==> config.mk <==
export PLATFORM = sky130hd
export DESIGN_NAME = tap_tempo_estimator_top
export DESIGN_NICKNAME = d
export VERILOG_FILES = /design/src/hw/rtl/tte_pkg.sv /design/src/hw/rtl/tte_front.sv /design/src/hw/rtl/tte_queue.sv /design/src/hw/rtl/tte_back.sv /design/src/hw/rtl/tap_tempo_estimator_top.sv
export SDC_FILE = /design/constraint.sdc
export NUM_CORES = 1
export LEC_CHECK = 0
export BUFFER_PORTS_ARGS = -buffer_cell sky130_fd_sc_hd__buf_4
export CORE_MARGIN = 5
export CORE_UTILIZATION = 50
export CTS_BUF_LIST = sky130_fd_sc_hd__clkbuf_4 sky130_fd_sc_hd__clkbuf_8 sky130_fd_sc_hd__clkbuf_16
export DETAILED_ROUTE_END_ITERATION = 6
export GPL_TIMING_DRIVEN = 0
export PLACE_DENSITY = 0.73
export SLEW_MARGIN = 20
export SYNTH_ARGS = -nofsm -noshare
export SYNTH_HDL_FRONTEND = slang
export SYNTH_HIERARCHICAL = 1
export SYNTH_SLANG_ARGS = --single-unit
export TNS_END_PERCENT = 10
==> constraint.sdc <==
create_clock -name aclk -period 8.8 [get_ports aclk]
set_clock_uncertainty 0.1 [all_clocks]
set_input_delay 1.76 -clock aclk [delete_from_list [all_inputs] [get_ports aclk]]
set_output_delay 1.76 -clock aclk [all_outputs]
set_load 0.05 [all_outputs]
==> src/hw/rtl/tte_pkg.sv <==
package tte_pkg;

    // Ring of tap timestamps.
    localparam int TAP_SLOTS  = 8;
    localparam int SLOT_W     = (TAP_SLOTS > 1) ? $clog2(TAP_SLOTS) : 1;
    localparam int CNT_W      = $clog2(TAP_SLOTS + 1);

    // Field widths.
    localparam int TIME_W     = 32;
    localparam int GAP_W      = 16;
    localparam int WIN_W      = 4;
    localparam int BPM_W      = 14;

    // Configuration port.
    localparam int CFG_IDX_W  = 2;
    localparam int CFG_DATA_W = 16;

    // 60000 ms per minute times 16 for the Q10.4 result.
    localparam int BPM_SCALE  = 960000;
    localparam int NUM_W      = $clog2(BPM_SCALE * (TAP_SLOTS - 1) + 1);
    localparam int DIV_CNT_W  = $clog2(NUM_W + 1);

    localparam logic [GAP_W-1:0] RESET_GAP_DEFAULT = GAP_W'(2000);
    localparam logic [WIN_W-1:0] SAMPLES_DEFAULT   = WIN_W'(4);
    localparam logic [BPM_W-1:0] MIN_BPM_DEFAULT   = BPM_W'(640);
    localparam logic [BPM_W-1:0] MAX_BPM_DEFAULT   = BPM_W'(3840);

    typedef enum logic [CFG_IDX_W-1:0] {
        CFG_RESET_GAP = 2'd0,
        CFG_SAMPLES   = 2'd1,
        CFG_MIN_BPM   = 2'd2,
        CFG_MAX_BPM   = 2'd3
    } tte_cfg_idx_t;

    typedef struct packed {
        logic [GAP_W-1:0] reset_gap_ms;
        logic [WIN_W-1:0] samples_in_use;
        logic [BPM_W-1:0] min_bpm_q4;
        logic [BPM_W-1:0] max_bpm_q4;
    } tte_cfg_t;

    // One division job handed from the tap tracker to the divider.
    typedef struct packed {
        logic              ok;        // at least two taps in the window
        logic [SLOT_W-1:0] span;      // taps in the window minus one
        logic [TIME_W-1:0] interval;  // newest minus oldest timestamp
    } tte_job_t;

    typedef struct packed {
        logic     avail;
        tte_job_t job;
    } tte_q_head_t;

    typedef enum logic [1:0] {
        F_IDLE,
        F_READ,
        F_PUSH
    } tte_front_state_t;

    typedef enum logic [1:0] {
        B_IDLE,
        B_DIV,
        B_DONE
    } tte_back_state_t;

endpackage

==> src/hw/rtl/tte_front.sv <==
module tte_front
    import tte_pkg::*;
(
    input  logic              aclk,
    input  logic              aresetn,
    input  tte_cfg_t          cfg,
    input  logic              s_valid,
    output logic              s_ready,
    input  logic [TIME_W-1:0] s_tap_time_ms,
    input  logic              q_full,
    output logic              q_push,
    output tte_job_t          q_job
);

    tte_front_state_t state_reg, state_next;

    logic [CNT_W-1:0]  count_reg;
    logic [SLOT_W-1:0] newest_reg;
    logic [SLOT_W-1:0] oldest_reg;
    logic [SLOT_W-1:0] span_reg;
    logic [TIME_W-1:0] last_time_reg;
    logic [TIME_W-1:0] old_time_reg;
    logic [TIME_W-1:0] tap_mem [TAP_SLOTS];

    logic              accept;
    logic [CNT_W-1:0]  limit;
    logic [TIME_W-1:0] gap;
    logic              restart;
    logic [CNT_W-1:0]  base;
    logic [CNT_W-1:0]  cnt_inc;
    logic [CNT_W-1:0]  count_next;
    logic [SLOT_W-1:0] newest_next;
    logic [SLOT_W-1:0] span_next;
    logic [SLOT_W:0]   wrap_sum;
    logic [SLOT_W-1:0] oldest_next;

    assign accept = s_valid && s_ready;

    // Window size, forced into one to TAP_SLOTS.
    always_comb begin
        if (cfg.samples_in_use == '0) begin
            limit = CNT_W'(1);
        end else if (int'(cfg.samples_in_use) > TAP_SLOTS) begin
            limit = CNT_W'(TAP_SLOTS);
        end else begin
            limit = CNT_W'(cfg.samples_in_use);
        end
    end

    always_comb begin
        gap     = s_tap_time_ms - last_time_reg;
        restart = (count_reg == '0) || (gap > TIME_W'(cfg.reset_gap_ms));
        base    = restart ? '0 : count_reg;

        if (restart) begin
            newest_next = '0;
        end else if (newest_reg == SLOT_W'(TAP_SLOTS - 1)) begin
            newest_next = '0;
        end else begin
            newest_next = newest_reg + 1'b1;
        end

        cnt_inc    = (int'(base) < TAP_SLOTS) ? base + 1'b1 : base;
        count_next = (cnt_inc > limit) ? limit : cnt_inc;
        span_next  = SLOT_W'(count_next - 1'b1);

        wrap_sum = {1'b0, newest_next} + (SLOT_W+1)'(TAP_SLOTS) - {1'b0, span_next};
        if (newest_next >= span_next) begin
            oldest_next = newest_next - span_next;
        end else begin
            oldest_next = wrap_sum[SLOT_W-1:0];
        end
    end

    // Next state.
    always_comb begin
        state_next = state_reg;
        case (state_reg)
            F_IDLE: begin
                if (accept) begin
                    state_next = F_READ;
                end
            end
            F_READ: begin
                state_next = F_PUSH;
            end
            F_PUSH: begin
                if (!q_full) begin
                    state_next = F_IDLE;
                end
            end
            default: begin
                state_next = F_IDLE;
            end
        endcase
    end

    // Outputs.
    always_comb begin
        s_ready = 1'b0;
        q_push  = 1'b0;
        case (state_reg)
            F_IDLE:  s_ready = 1'b1;
            F_READ:  s_ready = 1'b0;
            F_PUSH:  q_push  = !q_full;
            default: s_ready = 1'b0;
        endcase
    end

    assign q_job.ok       = (count_reg >= CNT_W'(2));
    assign q_job.span     = span_reg;
    assign q_job.interval = last_time_reg - old_time_reg;

    always_ff @(posedge aclk) begin
        if (!aresetn) begin
            state_reg  <= F_IDLE;
            count_reg  <= '0;
            newest_reg <= '0;
            oldest_reg <= '0;
            span_reg   <= '0;
        end else begin
            state_reg <= state_next;
            if (accept) begin
                count_reg  <= count_next;
                newest_reg <= newest_next;
                oldest_reg <= oldest_next;
                span_reg   <= span_next;
            end
        end
    end

    always_ff @(posedge aclk) begin
        if (accept) begin
            last_time_reg <= s_tap_time_ms;
        end
    end

    // Timestamp ring: written on a transfer, oldest entry read in the F_READ state that follows.
    always_ff @(posedge aclk) begin
        if (accept) begin
            tap_mem[newest_next] <= s_tap_time_ms;
        end
        if (state_reg == F_READ) begin
            old_time_reg <= tap_mem[oldest_reg];
        end
    end

endmodule

==> src/hw/rtl/tte_queue.sv <==
module tte_queue
    import tte_pkg::*;
(
    input  logic        aclk,
    input  logic        aresetn,
    input  logic        push,
    input  tte_job_t    push_job,
    output logic        full,
    input  logic        pop,
    output tte_q_head_t head
);

    tte_job_t   entry_reg [2];
    logic       wr_ptr_reg;
    logic       rd_ptr_reg;
    logic [1:0] fill_reg;
    logic       do_push;
    logic       do_pop;

    assign full       = (fill_reg == 2'd2);
    assign head.avail = (fill_reg != 2'd0);
    assign head.job   = entry_reg[rd_ptr_reg];

    assign do_push = push && !full;
    assign do_pop  = pop && head.avail;

    always_ff @(posedge aclk) begin
        if (!aresetn) begin
            wr_ptr_reg <= 1'b0;
            rd_ptr_reg <= 1'b0;
            fill_reg   <= 2'd0;
        end else begin
            if (do_push) begin
                wr_ptr_reg <= !wr_ptr_reg;
            end
            if (do_pop) begin
                rd_ptr_reg <= !rd_ptr_reg;
            end
            if (do_push && !do_pop) begin
                fill_reg <= fill_reg + 2'd1;
            end else if (do_pop && !do_push) begin
                fill_reg <= fill_reg - 2'd1;
            end
        end
    end

    always_ff @(posedge aclk) begin
        if (do_push) begin
            entry_reg[wr_ptr_reg] <= push_job;
        end
    end

endmodule

==> src/hw/rtl/tte_back.sv <==
module tte_back
    import tte_pkg::*;
(
    input  logic             aclk,
    input  logic             aresetn,
    input  tte_cfg_t         cfg,
    input  tte_q_head_t      head,
    output logic             q_pop,
    output logic             m_valid,
    input  logic             m_ready,
    output logic             m_bpm_valid,
    output logic [BPM_W-1:0] m_bpm_q4
);

    tte_back_state_t state_reg, state_next;

    logic                 ok_reg;
    logic [TIME_W-1:0]    divisor_reg;
    logic [TIME_W-1:0]    rem_reg;
    logic [NUM_W-1:0]     num_reg;
    logic [NUM_W-1:0]     quo_reg;
    logic [DIV_CNT_W-1:0] cnt_reg;
    logic                 m_valid_reg;
    logic                 m_ok_reg;
    logic [BPM_W-1:0]     m_bpm_reg;

    logic                 load;
    logic                 step;
    logic                 finish;
    logic                 slot_free;
    logic                 skip_div;
    logic [TIME_W:0]      trial;
    logic [TIME_W:0]      trial_diff;
    logic                 qbit;
    logic [NUM_W-1:0]     lo_clamped;
    logic [NUM_W-1:0]     bpm_full;
    logic [BPM_W-1:0]     bpm_result;

    assign slot_free = !m_valid_reg || m_ready;
    assign skip_div  = !head.job.ok || (head.job.interval == '0);

    // Next state.
    always_comb begin
        state_next = state_reg;
        case (state_reg)
            B_IDLE: begin
                if (head.avail) begin
                    state_next = skip_div ? B_DONE : B_DIV;
                end
            end
            B_DIV: begin
                if (cnt_reg == DIV_CNT_W'(1)) begin
                    state_next = B_DONE;
                end
            end
            B_DONE: begin
                if (slot_free) begin
                    state_next = B_IDLE;
                end
            end
            default: begin
                state_next = B_IDLE;
            end
        endcase
    end

    // Outputs.
    always_comb begin
        load   = 1'b0;
        step   = 1'b0;
        finish = 1'b0;
        case (state_reg)
            B_IDLE:  load   = head.avail;
            B_DIV:   step   = 1'b1;
            B_DONE:  finish = slot_free;
            default: load   = 1'b0;
        endcase
    end

    assign q_pop = load;

    // One restoring step: bring down the next numerator bit.
    always_comb begin
        trial      = {rem_reg, num_reg[NUM_W-1]};
        trial_diff = trial - {1'b0, divisor_reg};
        qbit       = (trial >= {1'b0, divisor_reg});
    end

    // Clamp below first, then above, so crossed limits give the upper one.
    always_comb begin
        lo_clamped = (quo_reg < NUM_W'(cfg.min_bpm_q4)) ? NUM_W'(cfg.min_bpm_q4) : quo_reg;
        bpm_full   = (lo_clamped > NUM_W'(cfg.max_bpm_q4)) ?
                     NUM_W'(cfg.max_bpm_q4) : lo_clamped;
        if (!ok_reg) begin
            bpm_result = '0;
        end else if (divisor_reg == '0) begin
            bpm_result = cfg.max_bpm_q4;
        end else begin
            bpm_result = bpm_full[BPM_W-1:0];
        end
    end

    always_ff @(posedge aclk) begin
        if (!aresetn) begin
            state_reg   <= B_IDLE;
            m_valid_reg <= 1'b0;
        end else begin
            state_reg <= state_next;
            if (finish) begin
                m_valid_reg <= 1'b1;
            end else if (m_ready) begin
                m_valid_reg <= 1'b0;
            end
        end
    end

    always_ff @(posedge aclk) begin
        if (load) begin
            ok_reg      <= head.job.ok;
            divisor_reg <= head.job.interval;
            rem_reg     <= '0;
            quo_reg     <= '0;
            num_reg     <= NUM_W'(BPM_SCALE * int'(head.job.span));
            cnt_reg     <= DIV_CNT_W'(NUM_W);
        end else if (step) begin
            rem_reg <= qbit ? trial_diff[TIME_W-1:0] : trial[TIME_W-1:0];
            quo_reg <= {quo_reg[NUM_W-2:0], qbit};
            num_reg <= {num_reg[NUM_W-2:0], 1'b0};
            cnt_reg <= cnt_reg - 1'b1;
        end
        if (finish) begin
            m_ok_reg  <= ok_reg;
            m_bpm_reg <= bpm_result;
        end
    end

    assign m_valid     = m_valid_reg;
    assign m_bpm_valid = m_ok_reg;
    assign m_bpm_q4    = m_bpm_reg;

endmodule

==> src/hw/rtl/tap_tempo_estimator_top.sv <==
// Channel   Ports                                   Direction  Transfer when
// tap       s_valid s_ready s_tap_time_ms           in         s_valid && s_ready
// tempo     m_valid m_ready m_bpm_valid m_bpm_q4    out        m_valid && m_ready
// config    cfg_wr_en cfg_index cfg_wr_data         in         cfg_wr_en
//
// In the tap tracker a tap goes through the transfer, the ring read and the hand-off.
// The bit-serial divider then works on one job at a time and takes the next one only
// after its result has been placed in the output register.
// Reset is synchronous and active low; it empties the tap window, the job queue and the
// output register and restores the register defaults.
// A stalled result stops the divider after one more job; taps go on until the queue fills.
module tap_tempo_estimator_top
    import tte_pkg::*;
(
    input  logic                  aclk,
    input  logic                  aresetn,

    input  logic                  s_valid,
    output logic                  s_ready,
    input  logic [TIME_W-1:0]     s_tap_time_ms,

    output logic                  m_valid,
    input  logic                  m_ready,
    output logic                  m_bpm_valid,
    output logic [BPM_W-1:0]      m_bpm_q4,

    input  logic                  cfg_wr_en,
    input  logic [CFG_IDX_W-1:0]  cfg_index,
    input  logic [CFG_DATA_W-1:0] cfg_wr_data
);

    // Configuration registers. Each write takes the low bits of the data
    // word that the register is wide.
    tte_cfg_t cfg_reg;

    always_ff @(posedge aclk) begin
        if (!aresetn) begin
            cfg_reg.reset_gap_ms   <= RESET_GAP_DEFAULT;
            cfg_reg.samples_in_use <= SAMPLES_DEFAULT;
            cfg_reg.min_bpm_q4     <= MIN_BPM_DEFAULT;
            cfg_reg.max_bpm_q4     <= MAX_BPM_DEFAULT;
        end else if (cfg_wr_en) begin
            case (cfg_index)
                CFG_RESET_GAP: cfg_reg.reset_gap_ms   <= cfg_wr_data[GAP_W-1:0];
                CFG_SAMPLES:   cfg_reg.samples_in_use <= cfg_wr_data[WIN_W-1:0];
                CFG_MIN_BPM:   cfg_reg.min_bpm_q4     <= cfg_wr_data[BPM_W-1:0];
                CFG_MAX_BPM:   cfg_reg.max_bpm_q4     <= cfg_wr_data[BPM_W-1:0];
                default:       cfg_reg                <= cfg_reg;
            endcase
        end
    end

    // The tap tracker keeps the timestamp ring, decides on a restart after a
    // long gap, trims the window and produces the interval to divide by.
    logic        q_push;
    logic        q_full;
    logic        q_pop;
    tte_job_t    q_job;
    tte_q_head_t q_head;

    tte_front u_front (
        .aclk          (aclk),
        .aresetn       (aresetn),
        .cfg           (cfg_reg),
        .s_valid       (s_valid),
        .s_ready       (s_ready),
        .s_tap_time_ms (s_tap_time_ms),
        .q_full        (q_full),
        .q_push        (q_push),
        .q_job         (q_job)
    );

    // Short job queue, so that the tracker can take the next tap while the
    // divider is busy or the result is stalled.
    tte_queue u_queue (
        .aclk     (aclk),
        .aresetn  (aresetn),
        .push     (q_push),
        .push_job (q_job),
        .full     (q_full),
        .pop      (q_pop),
        .head     (q_head)
    );

    // The divider forms 960000 * (taps - 1) / interval one quotient bit per cycle, clamps it
    // and registers it; under two taps give zero, a zero interval the upper limit.
    tte_back u_back (
        .aclk        (aclk),
        .aresetn     (aresetn),
        .cfg         (cfg_reg),
        .head        (q_head),
        .q_pop       (q_pop),
        .m_valid     (m_valid),
        .m_ready     (m_ready),
        .m_bpm_valid (m_bpm_valid),
        .m_bpm_q4    (m_bpm_q4)
    );

endmodule

* Word level (Yosys, flattened, before mapping)
Memory sizes are Yosys's and may differ from the RTL's. A register that Yosys moved wholly into a read port is not among the register bits. Index checks and enable logic that the tools add are counted.
Operators by class: multiplexer cells 37, reduce and logical (&&, ||, !) cells 32, multiply operators 1, add/sub/neg operators 12, equality and inequality tests 15, $lt $le $gt $ge 9
Operators by type and width (count):
- $sub 32x32->32 | 3
- $mux 23 | 3
- $logic_not 32->1 | 2
- $ge 33x32->1 | 1
- $gt 32x16->1 | 1
- $mux 32 | 1
- $mux 14 | 2
- $gt 23x14->1 | 1
- $lt 23x14->1 | 1
- $mux 4 | 5
- $mux 2 | 8
- $mul 11x3->14 const A | 1
- $mux 1 | 13
- $pmux 2 s3 | 2
- $eq 2x2->1 const B | 5
- $reduce_and 2->1 | 5
- $mux 3 | 3
- $logic_not 4->1 | 2
- $ne 2x1->1 const B | 4
- $reduce_bool 2->1 | 4
- $logic_not 1->1 | 7
- $add 3x1->3 const B | 2
- $eq 2x1->1 const B | 3
- $logic_not 2->1 | 3
- 17 further kinds | 24
Word-level totals: logic and storage cells 131, memories kept 2, register bits after elaboration 224, RAM bits 328
Memory list:
- u_front.tap_mem | depth 8, width 32, rd ports 1, clocked after memory_dff 1, wr ports 1, line tte_front.sv:23 | logic [TIME_W-1:0] tap_mem [TAP_SLOTS];
- u_queue.entry_reg | depth 2, width 36, rd ports 1, clocked after memory_dff 1, wr ports 1, line tte_queue.sv:13 | tte_job_t entry_reg [2];

* Depth between registers and ports, before layout
Gate-level depths: netlist of the first run.
depth after elaboration 11, depth in mapped cells 45

* Hierarchy
The synthesis of the first run kept the hierarchy.
Modules (own cells, without submodules):
- tte_front | seq. area each 9909.5 µm², times used 1, cells an instance 1227, area each 16987.5 µm²
- tte_back | seq. area each 3123.0 µm², times used 1, cells an instance 912, area each 8060.2 µm²
- tte_queue | seq. area each 2262.2 µm², times used 1, cells an instance 137, area each 2831.5 µm²
- tap_tempo_estimator_top | seq. area each 960.9 µm², times used 1, cells an instance 187, area each 1875.5 µm²

* Worst setup path after synthesis of the first run
Ideal clock, no wire load.
kind input to register, start in s_tap_time_ms[0], end reg u_front.oldest_reg[2], arrival time 9.272 ns, required time 8.572 ns, path slack -0.700 ns, stages 41, path through inv_1 ha_1 fa_1 nand2b_1 a211oi_1 o21ai_1 o21ai_1 xor2_1 ha_1 a21oi_1 nand2_1 a21o_1 a2111o_1 nand2_1 nand4_1 a2111oi_0 nand4b_1 nor3b_2 [... 5 more ...] nor2b_1 o21ai_0 nand2b_1 a21oi_1 a41o_1 clkbuf_1 inv_1 nand2_1 o21ai_0 ha_1 inv_1 fa_1 and4_1 a2111o_1 a31oi_1 nor3b_1 nor3b_1 nand4bb_1
On the way: word-level cells in the longest chain between the ends 11, elaborated cells on any way between the ends 16, those cells by class 6 x add/sub; 4 x order compare; 5 x mux; 1 x reduce/logical
Ends and longest elaborated chain:
- start, declared | line tap_tempo_estimator_top.sv:20 | input logic [TIME_W-1:0] s_tap_time_ms,
- $sub 32x32->32 * | line tte_front.sv:51 | gap = s_tap_time_ms - last_time_reg;
- $gt 32x16->1 * | line tte_front.sv:52 | restart = (count_reg == '0) || (gap > TIME_W'(cfg.reset_gap_ms));
- $logic_or 1x1->1 * | line tte_front.sv:52
- $mux 4 * | line tte_front.sv:53 | base = restart ? '0 : count_reg;
- $add 4x1->4 or $lt 4x4->1 (tied branches) | line tte_front.sv:63 | cnt_inc = (int'(base) < TAP_SLOTS) ? base + 1'b1 : base;
- $mux 4 * | line tte_front.sv:63
- $gt 4x4->1 | line tte_front.sv:64 | count_next = (cnt_inc > limit) ? limit : cnt_inc;
- $mux 4 * | line tte_front.sv:64
- $sub 3x1->3 * | line tte_front.sv:65 | span_next = SLOT_W'(count_next - 1'b1);
- via u_front.span_next[1] | line tte_front.sv:33 | logic [SLOT_W-1:0] span_next;
- $sub 3x3->3 (tied with other cells) | line tte_front.sv:67 | wrap_sum = {1'b0, newest_next} + (SLOT_W+1)'(TAP_SLOTS) - {1'b0, span_next};
- $mux 3 * | line tte_front.sv:68 | if (newest_next >= span_next) begin
- end signal, assigned | line tte_front.sv:126 | oldest_reg <= oldest_next;
- end, declared | line tte_front.sv:19 | logic [SLOT_W-1:0] oldest_reg;
The timed path passes the listed nets; every way through them passes the cells marked *. A chain may end at the register's enable or synchronous reset.

* Worst setup path in the final report of the first run
Same ends and word-level chain as after synthesis.

==> results.toml, run 1 <==
[timing]
tightest_slew_ns = 1.02
final-setup-viol-count = 1
hold_violations = 0
rsz0062_at_grt = "true"
fin_ws_ns = -0.279
min_period_over_period_pct = 103
hold_ws_ns = 0.366
slew_violations = 0
period_needed_ns = 9.08
slew_headroom_pct = 32.2
clock.fmax_mhz = 110

[floorplan]
initial_core_util_pct = 50.4
io_pins = 72
die_area_mm2 = 0.0645
num_rows = 89
dieWidth_um = 254
core_area_mm2 = 0.0590
dieHeight_um = 254

[cts]
clock-sinks = 585
numCtsBuffers = 60
clock_path_buffers = 3
clk_latency_ns = 0.62
cts_tree = "yes"
path_clk_slew_ns = 0.06
ctsHtreeMaxLevel = 2
cts_root_buf = "clkbuf_16"

[yosys]
yosys_warnings = 6
syn_avg_cell_area_um2 = 12.1
synth_area_mm2 = 0.0298
ys.flop_type = "edfxtp_1"
synth.distinct_cells = 106
postSynthRegisterBits = 585
ys_seq_area_share_pct = 54.6
synth_nets = 2683
async_reset_ff_share_pct = 0
synth_cells = 2463
synth_enable_flop_cells = 454

[placed_design]
numPortBuffers = 71
place_congestion = 0.952
hpwl_mm = 53.5

[routing]
vias = 20196
drtAntennaViolNets = 0
routedWlPerCell_um = 20.8
routed_via_density = 5.82
drc = 0
drt_wl_total_mm = 72.3
drtPass1Iterations = 5
drtIter0Drc = 1663

[grt]
grt_pass1_wl_mm = 112
grt_usage_pct = 22.1
grt_max_degree = 42
grt_pass1_vias = 20155
antenna_found_initial = 2
grt.overflow.total = 0

[setup_path]
worstPathArrival_ns = 9.45
crit_fanout = 5
path_class = "in2reg"
cp_common_cell = "ha_4"
cp-end-kind = "register"
cp.required_ns = 9.17
cpMaxStageDelayCell = "a2111o_1"
critPathMaxStageDelay_ns = 0.49
start_kind = "primary input"

[layout]
mostFrequentLayoutCells = "edfxtp_1 (454), nand2_1 (217), inv_1 (190)"
nets = 2865
post-route-util_pct = 58.1
synthToLayoutAreaGrowth_pct = 15.2
drive_gt1_share_pct = 18.6
largest_reg_flops = 256
final_common_cell = "edfxtp_1"

[power_and_ir_drop]
power_frac_clock_pct = 33.3
intPower_uw = 5520
switchingPower_uw = 2350
power.total_uw = 7860
combPwrFrac_pct = 24.3
swShare_pct = 29.9
irDropWorstVdd_mv = 0.194
p_leak_uw = 0.0131
power_density_mw_per_mm2 = 229
power_frac_seq_pct = 42.4

[worst_hold_path]
hp-class = "reg2reg"

[status]
violations = "negative setup slack"
status = "finished with violations"

[job]
cap_violations = 0
## critical path: cells and delay by family
family | cells | cell delay [ns]
xor gates and xnor gates | 1 | 0.24
muxes | 1 | 0.28
AOI/OAI and AO/OA | 13 | 2.90
buffers and inverters | 5 | 0.46
and+or+nand+nor | 14 | 1.88
adders and majority gates | 7 | 1.90
## Yosys cell counts, types with 16 or more instances
cell type / n / area (um2)
edfxtp_1: 454 / 13600
nand2_1: 217 / 815
inv_1: 193 / 724
ha_1: 159 / 1990
a21oi_1: 145 / 726
dfxtp_1: 131 / 2620
o21ai_0: 124 / 621
nor2_1: 106 / 398
mux2i_1: 76 / 761
mux2_2: 69 / 777
mux4_2: 64 / 1440
nand3_1: 60 / 300
xnor2_1: 56 / 490
clkbuf_1: 45 / 169
a21o_1: 44 / 330
nor2b_1: 32 / 200
nand4_1: 28 / 175
nor3_1: 28 / 140
nand2b_1: 27 / 169
nor4_1: 27 / 169
xor2_1: 27 / 236
buf_2: 22 / 110
a211oi_1: 21 / 158
o21a_1: 20 / 150
o211ai_1: 16 / 120
## logic make-up after synthesis
| logic type | share of synthesized area, % |
|---|---|
| compound gates | 10.8 |
| xor+xnor | 2.54 |
| fa+ha+maj | 7.09 |
| buf+inv | 4.19 |
| flops | 54.6 |
| mux | 10.0 |
| simple gates | 10.7 |
## layout make-up
type	instances	area (um2)
Timing Repair Buffer	120	1110
Sequential cell	585	16300
Inverter	195	739
Antenna cell	1	2.50
Clock inverter	33	315
Fill cell	4722	24800
Clock buffer	80	1780
Multi-Input combinational cell	1589	12600
Buffer	94	533
Tap cell	773	967
## per-layer routing
metal  track usage [%]  share of wire (%)  vias up
met5                 0                  0        -
met4              6.64                2.9        0
met3              2.77                4.9      122
met2              38.2                 50      603
met1              29.4                 42     9918
li1                  -                  -     9553
## power by group through the flow
stage,combinational (uW),clock (uW),sequential [uW]
after floorplan,1330,0,3380
after global placement,1810,0,3390
after detailed placement,1850,0,3390
after CTS,1890,2670,3330
after global routing,2100,2790,3350
final,1910,2620,3340
## repair_timing
action / CTS / global route
hold buffers: 0 / 0
setup endpoints to repair: 1 / 1
setup buffers: 13 / 6
gates resized for setup: 31 / 13
pin swaps: 28 / 19
## path summary, 6_finish.rpt
check	start	end	slack [ns]	cells after the start
worst max-delay path	s_tap_time_ms[0]	u_front/oldest_reg[2]	-0.28	41
worst min-delay path	u_front/span_reg[2]	u_queue/entry_reg[0][34]	0.37	0
worst max register to register	u_front/last_time_reg[0]	u_front/oldest_reg[2]	0.52	39
worst min register to register	u_front/span_reg[2]	u_queue/entry_reg[0][34]	0.37	0
## per-stage QoR
step / cell area [um2] / TNS (ns) / setup WS [ns] / std cells
after floorplan: 29800 / 0 / 0.00116 / 2463
after global placement: 31300 / -362.21 / -2.86 / 3307
after detailed placement: 31800 / -2.14 / -1.52 / 3336
final: 34300 / -0.279 / -0.279 / 3470
after global routing: 34300 / -0.558 / -0.558 / 3469
after CTS: 34200 / -0.345 / -0.345 / 3462
(Power assumes the default switching activity.)
==> run 2: changes to the inputs <==
--- a/config.mk
+++ b/config.mk
@@ -11,7 +11,7 @@
 export CTS_BUF_LIST = sky130_fd_sc_hd__clkbuf_4 sky130_fd_sc_hd__clkbuf_8 sky130_fd_sc_hd__clkbuf_16
 export DETAILED_ROUTE_END_ITERATION = 6
 export GPL_TIMING_DRIVEN = 0
-export PLACE_DENSITY = 0.73
+export PLACE_DENSITY = 0.7
 export SLEW_MARGIN = 20
 export SYNTH_ARGS = -nofsm -noshare
 export SYNTH_HDL_FRONTEND = slang
==> constraint.sdc (replaced) <==
create_clock -name aclk -period 9.7 [get_ports aclk]
set_clock_uncertainty 0.1 [all_clocks]
set_input_delay 1.94 -clock aclk [delete_from_list [all_inputs] [get_ports aclk]]
set_output_delay 1.94 -clock aclk [all_outputs]
set_load 0.05 [all_outputs]
==> run 2 against run 1 <==
Die area stayed put. The run now ends clean. Clock-buffer cell count is 7 lower. Combinational power is 9% lower. Hold slack worse by 0.011 ns. Critical path type unchanged. Register-to-register slack better by 0.81 ns. First-iteration DRC count is 9.7% lower.
==> results.toml, run 2 (synthesis gave the netlist of run 1 again) <==
[status]
status = "finished, final reports clean"

[routing]
met1_length_mm = 31.7
drtIter0Drc = 1502
drc = 0
dr_wl_met2_mm = 35.4
drtPass1Iterations = 5
drtAntennaViolNets = 0
top_layer = "met4"
drt_wl_total_mm = 72.3
vias = 20026
routedWlPerCell_um = 20.9
met3_length_mm = 3.19
routed_via_density = 5.79

[grt]
antenna_found_initial = 0
grt.overflow.total = 0
grt_usage_pct = 22.1
grt_pass1_wl_mm = 112
grt_max_degree = 42
grt_pass1_vias = 20033

[floorplan]
dieHeight_um = 254
dieWidth_um = 254
initial_core_util_pct = 50.4
io_pins = 72
core_area_mm2 = 0.0590
num_rows = 89
die_area_mm2 = 0.0645

[layout]
layoutNonFillerInstCount = 3459
insertedDiodeCount = 0
largest_reg_flops = 256
final_common_cell = "edfxtp_1"
mostFrequentLayoutCells = "edfxtp_1 (454), nand2_1 (217), inv_1 (193)"
final_cell_area_mm2 = 0.0341
nets = 2855
synthToLayoutAreaGrowth_pct = 14.5
post-route-util_pct = 57.7
drive_gt1_share_pct = 17.6

[setup_path]
worstPathArrival_ns = 9.81
cp-end-kind = "register"
cpMaxStageDelayCell = "a2111o_1"
cp-endpoint = "u_front/oldest_reg[2]"
cp.required_ns = 10.08
crit_fanout = 10
start_kind = "primary input"
cp_common_cell = "ha_1"
regToRegEndpoint = "u_front/oldest_reg[2]"
path_class = "in2reg"
r2r_cells = 40
setup.worst_path.start = "s_tap_time_ms[10]"
critPathMaxStageDelay_ns = 0.45
r2r_start = "u_front/last_time_reg[10]"
reg2reg_slack_ns = 1.33

[timing]
slew_violations = 0
min_period_over_period_pct = 97.2
clock.fmax_mhz = 106
final-setup-viol-count = 0
slew_headroom_pct = 34.1
period_needed_ns = 9.43
hold_violations = 0
tightest_slew_ns = 0.988
rsz0062_at_grt = "false"
hold_ws_ns = 0.354

[job]
cap_violations = 0

[cts]
clock-sinks = 585
cts_tree = "yes"
path_clk_slew_ns = 0.06
ctsHtreeMaxLevel = 2
cts_root_buf = "clkbuf_16"
clk_latency_ns = 0.63
numCtsBuffers = 60
clock_path_buffers = 3

[power_and_ir_drop]
irDropWorstVdd_mv = 0.204
power_density_mw_per_mm2 = 211
power.total_uw = 7200
p_leak_uw = 0.0131

[worst_hold_path]
hp-class = "reg2reg"

[placed_design]
place_congestion = 0.946
hpwl_mm = 53.3
dp_cells = 3337
numPortBuffers = 71
placed_area_mm2 = 0.0317
-- run 2: cell count changes in the layout (fill, tap and decap cells not counted), sizes merged --
cell      before  now
inv          202  201
buf          165  155
bufinv         4   10
clkbuf       128  121
diode          1    0
clkinv        19   23
clkinvlp       3    1
-- run 2: worst max-delay path, delay by kind of cell --
family / cells / cell delay [ns]
AOI/OAI and AO/OA: 11 / 2.47
and+or+nand+nor: 16 / 2.27
adders and majority gates: 6 / 1.83
buffers and inverters: 5 / 0.63
xor gates and xnor gates: 1 / 0.34
muxes: 1 / 0.30
-- run 2: layout make-up --
class                           instances  area (um2)
Buffer                                 93         519
Clock buffer                           73        1630
Clock inverter                         40         498
Fill cell                            4743       24900
Inverter                              195         732
Multi-Input combinational cell       1589       12500
Sequential cell                       585       16300
Tap cell                              773         967
Timing Repair Buffer                  111        1000
-- run 2: power by group --
| part | leakage (uW) | switching, uW | internal [uW] | total, uW |
|---|---|---|---|---|
| sequential | 0.00521 | 110 | 2910 | 3020 |
| combinational | 0.00678 | 1050 | 676 | 1730 |
| clock | 0.00106 | 976 | 1470 | 2440 |
-- run 2: metal layers --
layer  track usage [%]  vias up
met5                 0        -
met4              5.91        0
met3              2.51      127
met2              38.1      533
met1              30.0     9847
li1                  -     9519
-- run 2: worst min path at each step --
stage | start | to | slack, ns | cells after the start
after global placement | u_front/span_reg[0] | u_queue/entry_reg[0][32] | 0.33 | 0
after detailed placement | u_front/span_reg[0] | u_queue/entry_reg[0][32] | 0.34 | 0
final | u_front/span_reg[0] | u_queue/entry_reg[0][32] | 0.35 | 0
after CTS | u_front/span_reg[0] | u_queue/entry_reg[0][32] | 0.36 | 0
after global routing | u_front/span_reg[2] | u_queue/entry_reg[0][34] | 0.38 | 0
after floorplan | u_front/span_reg[0] | u_queue/entry_reg[0][32] | 0.32 | 0
-- run 2: stage by stage --
| stage | setup TNS (ns) | setup WS [ns] |
|---|---|---|
| 2_1_floorplan | 0 | 0.0199 |
| 3_5_place_dp | -2.42 | -1.84 |
| 5_1_grt | 0 | 0.0283 |
| 3_3_place_gp | -292.56 | -2.68 |
| 4_1_cts | 0 | 0.0342 |
| 6_report | 0 | 0.275 |
-- run 2: timing repair --
| item | in CTS | in global routing |
|---|---|---|
| endpoints found under the setup margin | 1 | 1 |
| pin swaps | 7 | 15 |
| hold buffers | 0 | 0 |
| resized for setup | 12 | 22 |
| buffers inserted | 8 | 2 |
==> run 3: changes to the inputs <==
--- a/config.mk
+++ b/config.mk
@@ -5,13 +5,15 @@
 export SDC_FILE = /design/constraint.sdc
 export NUM_CORES = 1
 export LEC_CHECK = 0
+export ABC_AREA = 1
 export BUFFER_PORTS_ARGS = -buffer_cell sky130_fd_sc_hd__buf_4
 export CORE_MARGIN = 5
 export CORE_UTILIZATION = 50
 export CTS_BUF_LIST = sky130_fd_sc_hd__clkbuf_4 sky130_fd_sc_hd__clkbuf_8 sky130_fd_sc_hd__clkbuf_16
 export DETAILED_ROUTE_END_ITERATION = 6
 export GPL_TIMING_DRIVEN = 0
-export PLACE_DENSITY = 0.7
+export PLACE_DENSITY = 0.73
+export REMOVE_ABC_BUFFERS = 1
 export SLEW_MARGIN = 20
 export SYNTH_ARGS = -nofsm -noshare
 export SYNTH_HDL_FRONTEND = slang
==> constraint.sdc (replaced) <==
create_clock -name aclk -period 7.8 [get_ports aclk]
set_clock_uncertainty 0.1 [all_clocks]
set_input_delay 1.56 -clock aclk [delete_from_list [all_inputs] [get_ports aclk]]
set_output_delay 1.56 -clock aclk [all_outputs]
set_load 0.05 [all_outputs]
==> run 3 against run 2 <==
Die area grew 4.7%. Critical endpoint unchanged. Hold slack gained 0.014 ns. Highest routed layer unchanged. Register-to-register slack lost 0.09 ns. Sequential share of layout area shrank 1.1 points.
==> results.toml, run 3 <==
[status]
status = "finished, final reports clean"

[floorplan]
core_area_mm2 = 0.0618
die_area_mm2 = 0.0675
io_pins = 72
initial_core_util_pct = 50.5
dieHeight_um = 260
dieWidth_um = 260
num_rows = 91

[yosys]
postSynthRegisterBits = 585
synth_enable_flop_cells = 454
yosysTopAreaCell = "edfxtp_1"
synth.distinct_cells = 60
synth_cells = 3442
synth_top_area_share_pct = 43.7
synthTopCellsByArea = "edfxtp_1 (44%), nand2_1 (8.7%), dfxtp_1 (8.4%), ha_1 (6.4%), inv_1 (5.9%)"
yosys_warnings = 6
synth_area_mm2 = 0.0312
yosysMostFrequentCell = "nand2_1"
ys_seq_area_share_pct = 52.1
ys.flop_type = "edfxtp_1"
synthTopCellsByCount = "nand2_1 (722), inv_1 (488), nor2_1 (463)"
syn_avg_cell_area_um2 = 9.07
async_reset_ff_share_pct = 0

[cts]
clk_latency_ns = 0.64
cts_root_buf = "clkbuf_16"
numCtsBuffers = 61
cts_tree = "yes"
cts_hold_buffers = 0
clock-sinks = 585
ctsHtreeMaxLevel = 2
clock_path_buffers = 3
path_clk_slew_ns = 0.06

[placed_design]
place_congestion = 0.964
numPortBuffers = 71
placed_area_mm2 = 0.0328
hpwl_mm = 51.3

[job]
cap_violations = 0

[setup_path]
crit_fanout = 10
path_class = "in2reg"
cp-end-kind = "register"
cp_common_cell = "nand2_1"
critPathMaxStageDelay_ns = 0.41
start_kind = "primary input"
crit_family = "adder cells"
cpMaxStageDelayCell = "fa_1"
worstPathArrival_ns = 7.72
cp_num_buf_inv = 8
cp.required_ns = 8.24

[timing]
min_period_over_period_pct = 93.3
rsz0062_at_grt = "false"
tightest_slew_ns = 0.820
clock.fmax_mhz = 137
period_needed_ns = 7.28
finalSetupTns_ns = 0
slew_headroom_pct = 45.3
final-setup-viol-count = 0
slew_violations = 0
hold_violations = 0

[routing]
drtIter0Drc = 1718
routed_via_density = 5.20
drc = 0
routedWlPerCell_um = 16.1
vias = 22834
drt_wl_total_mm = 70.5
drtPass1Iterations = 6
drtAntennaViolNets = 0

[grt]
antenna_found_initial = 0
grt_pass1_vias = 21828
grt.overflow.total = 0
grt_pass1_wl_mm = 114
grt_usage_pct = 20.7
grt_max_degree = 75

[layout]
largest_reg_flops = 256
fillers = 5362
nets = 3725
final-seq-area_mm2 = 0.0163
multi_input_area_mm2 = 0.0127
synthToLayoutAreaGrowth_pct = 11.7
insertedDiodeCount = 0
final_cell_area_mm2 = 0.0349
drive_gt1_share_pct = 11.1
mostFrequentLayoutCells = "nand2_1 (721), inv_1 (485), edfxtp_1 (454)"
final_common_cell = "nand2_1"

[power_and_ir_drop]
p_leak_uw = 0.0151
irDropWorstVdd_mv = 0.226
power_density_mw_per_mm2 = 260
power.total_uw = 9060

[worst_hold_path]
hp-class = "reg2reg"
run 3: changes by cell type in the layout (fill, tap and decap cells not counted), sizes merged, moves of 75 or more:
cell   previous run  this run
nand2           218       763
inv             201       503
nor2            106       496
mux2i            76         0
nand3            60       137
o21ai           135       210
run 3: per-layer routing:
layer  up-vias  track usage (%)  wire, um
met1     10677             28.4     31500
met5         -                0         0
met3       103             2.67      3330
li1      11563                -         -
met2       491             35.3     34000
met4         0             5.49      1720
run 3: where the power goes:
group | leakage, uW | internal [uW] | total, uW | switching (uW)
sequential | 0.00522 | 3650 | 3770 | 120
clock | 0.000995 | 1650 | 2860 | 1210
combinational | 0.00890 | 787 | 2430 | 1640
total | 0.0151 | 6090 | 9060 | 2970
run 3: area by class of cell:
type	count	share of cell area [%]
Sequential cell	585	46.6
Multi-Input combinational cell	2265	36.3
Inverter	501	5.43
Clock buffer	76	4.77
Tap cell	837	3.00
Timing Repair Buffer	91	2.87
Clock inverter	36	0.983
run 3: worst register-to-register path: cells and delay by family, from the launching register on:
family	cells	cell delay, ns
DFF	1	0.41
buffers and inverters	6	0.59
xor gates and xnor gates	2	0.35
and+or+nand+nor	18	2.04
AOI/OAI and AO/OA	6	0.80
adders and majority gates	7	2.19
run 3: repair_timing:
action / in CTS / in global routing
endpoints found under the setup margin: 0 / 1
setup buffers: 0 / 0
resized for setup: 0 / 5
run 3: worst paths after layout:
kind | start | endpoint | slack, ns | cells past startpoint
worst min register to register | u_front/span_reg[2] | u_queue/entry_reg[1][34] | 0.37 | 0
worst min-delay path | u_front/span_reg[2] | u_queue/entry_reg[1][34] | 0.37 | 0
worst max-delay path | s_tap_time_ms[0] | u_front/oldest_reg[2] | 0.52 | 41
worst max register to register | u_front/last_time_reg[0] | u_front/oldest_reg[2] | 1.24 | 39
run 3: stage by stage:
step | setup slack, ns | hold slack, ns | instances | utilization (%)
after floorplan | 0.979 | 0.320 | 3351 | -
after global placement | -1.67 | 0.336 | 4259 | 52.2
after detailed placement | -0.271 | 0.346 | 4279 | 53.1
after CTS | 0.372 | 0.367 | 4391 | 56.4
after global routing | 0.00104 | 0.390 | 4391 | 56.4
final | 0.520 | 0.369 | 4391 | 56.4
run 3: logic make-up (layout without fill, tap and decap cells):
group                    after synthesis  after routing  synth area share (%)
AND/OR/NAND/NOR                     1488           1488                  20.4
buffers and inverters                592            704                  7.76
flip-flops                           585            585                  52.1
AO/OA/AOI/OAI                        507            507                  9.40
adder cells (fa/ha/maj)              165            165                  6.76
XOR/XNOR                              69             69                  1.94
multiplexers                          36             36                  1.66
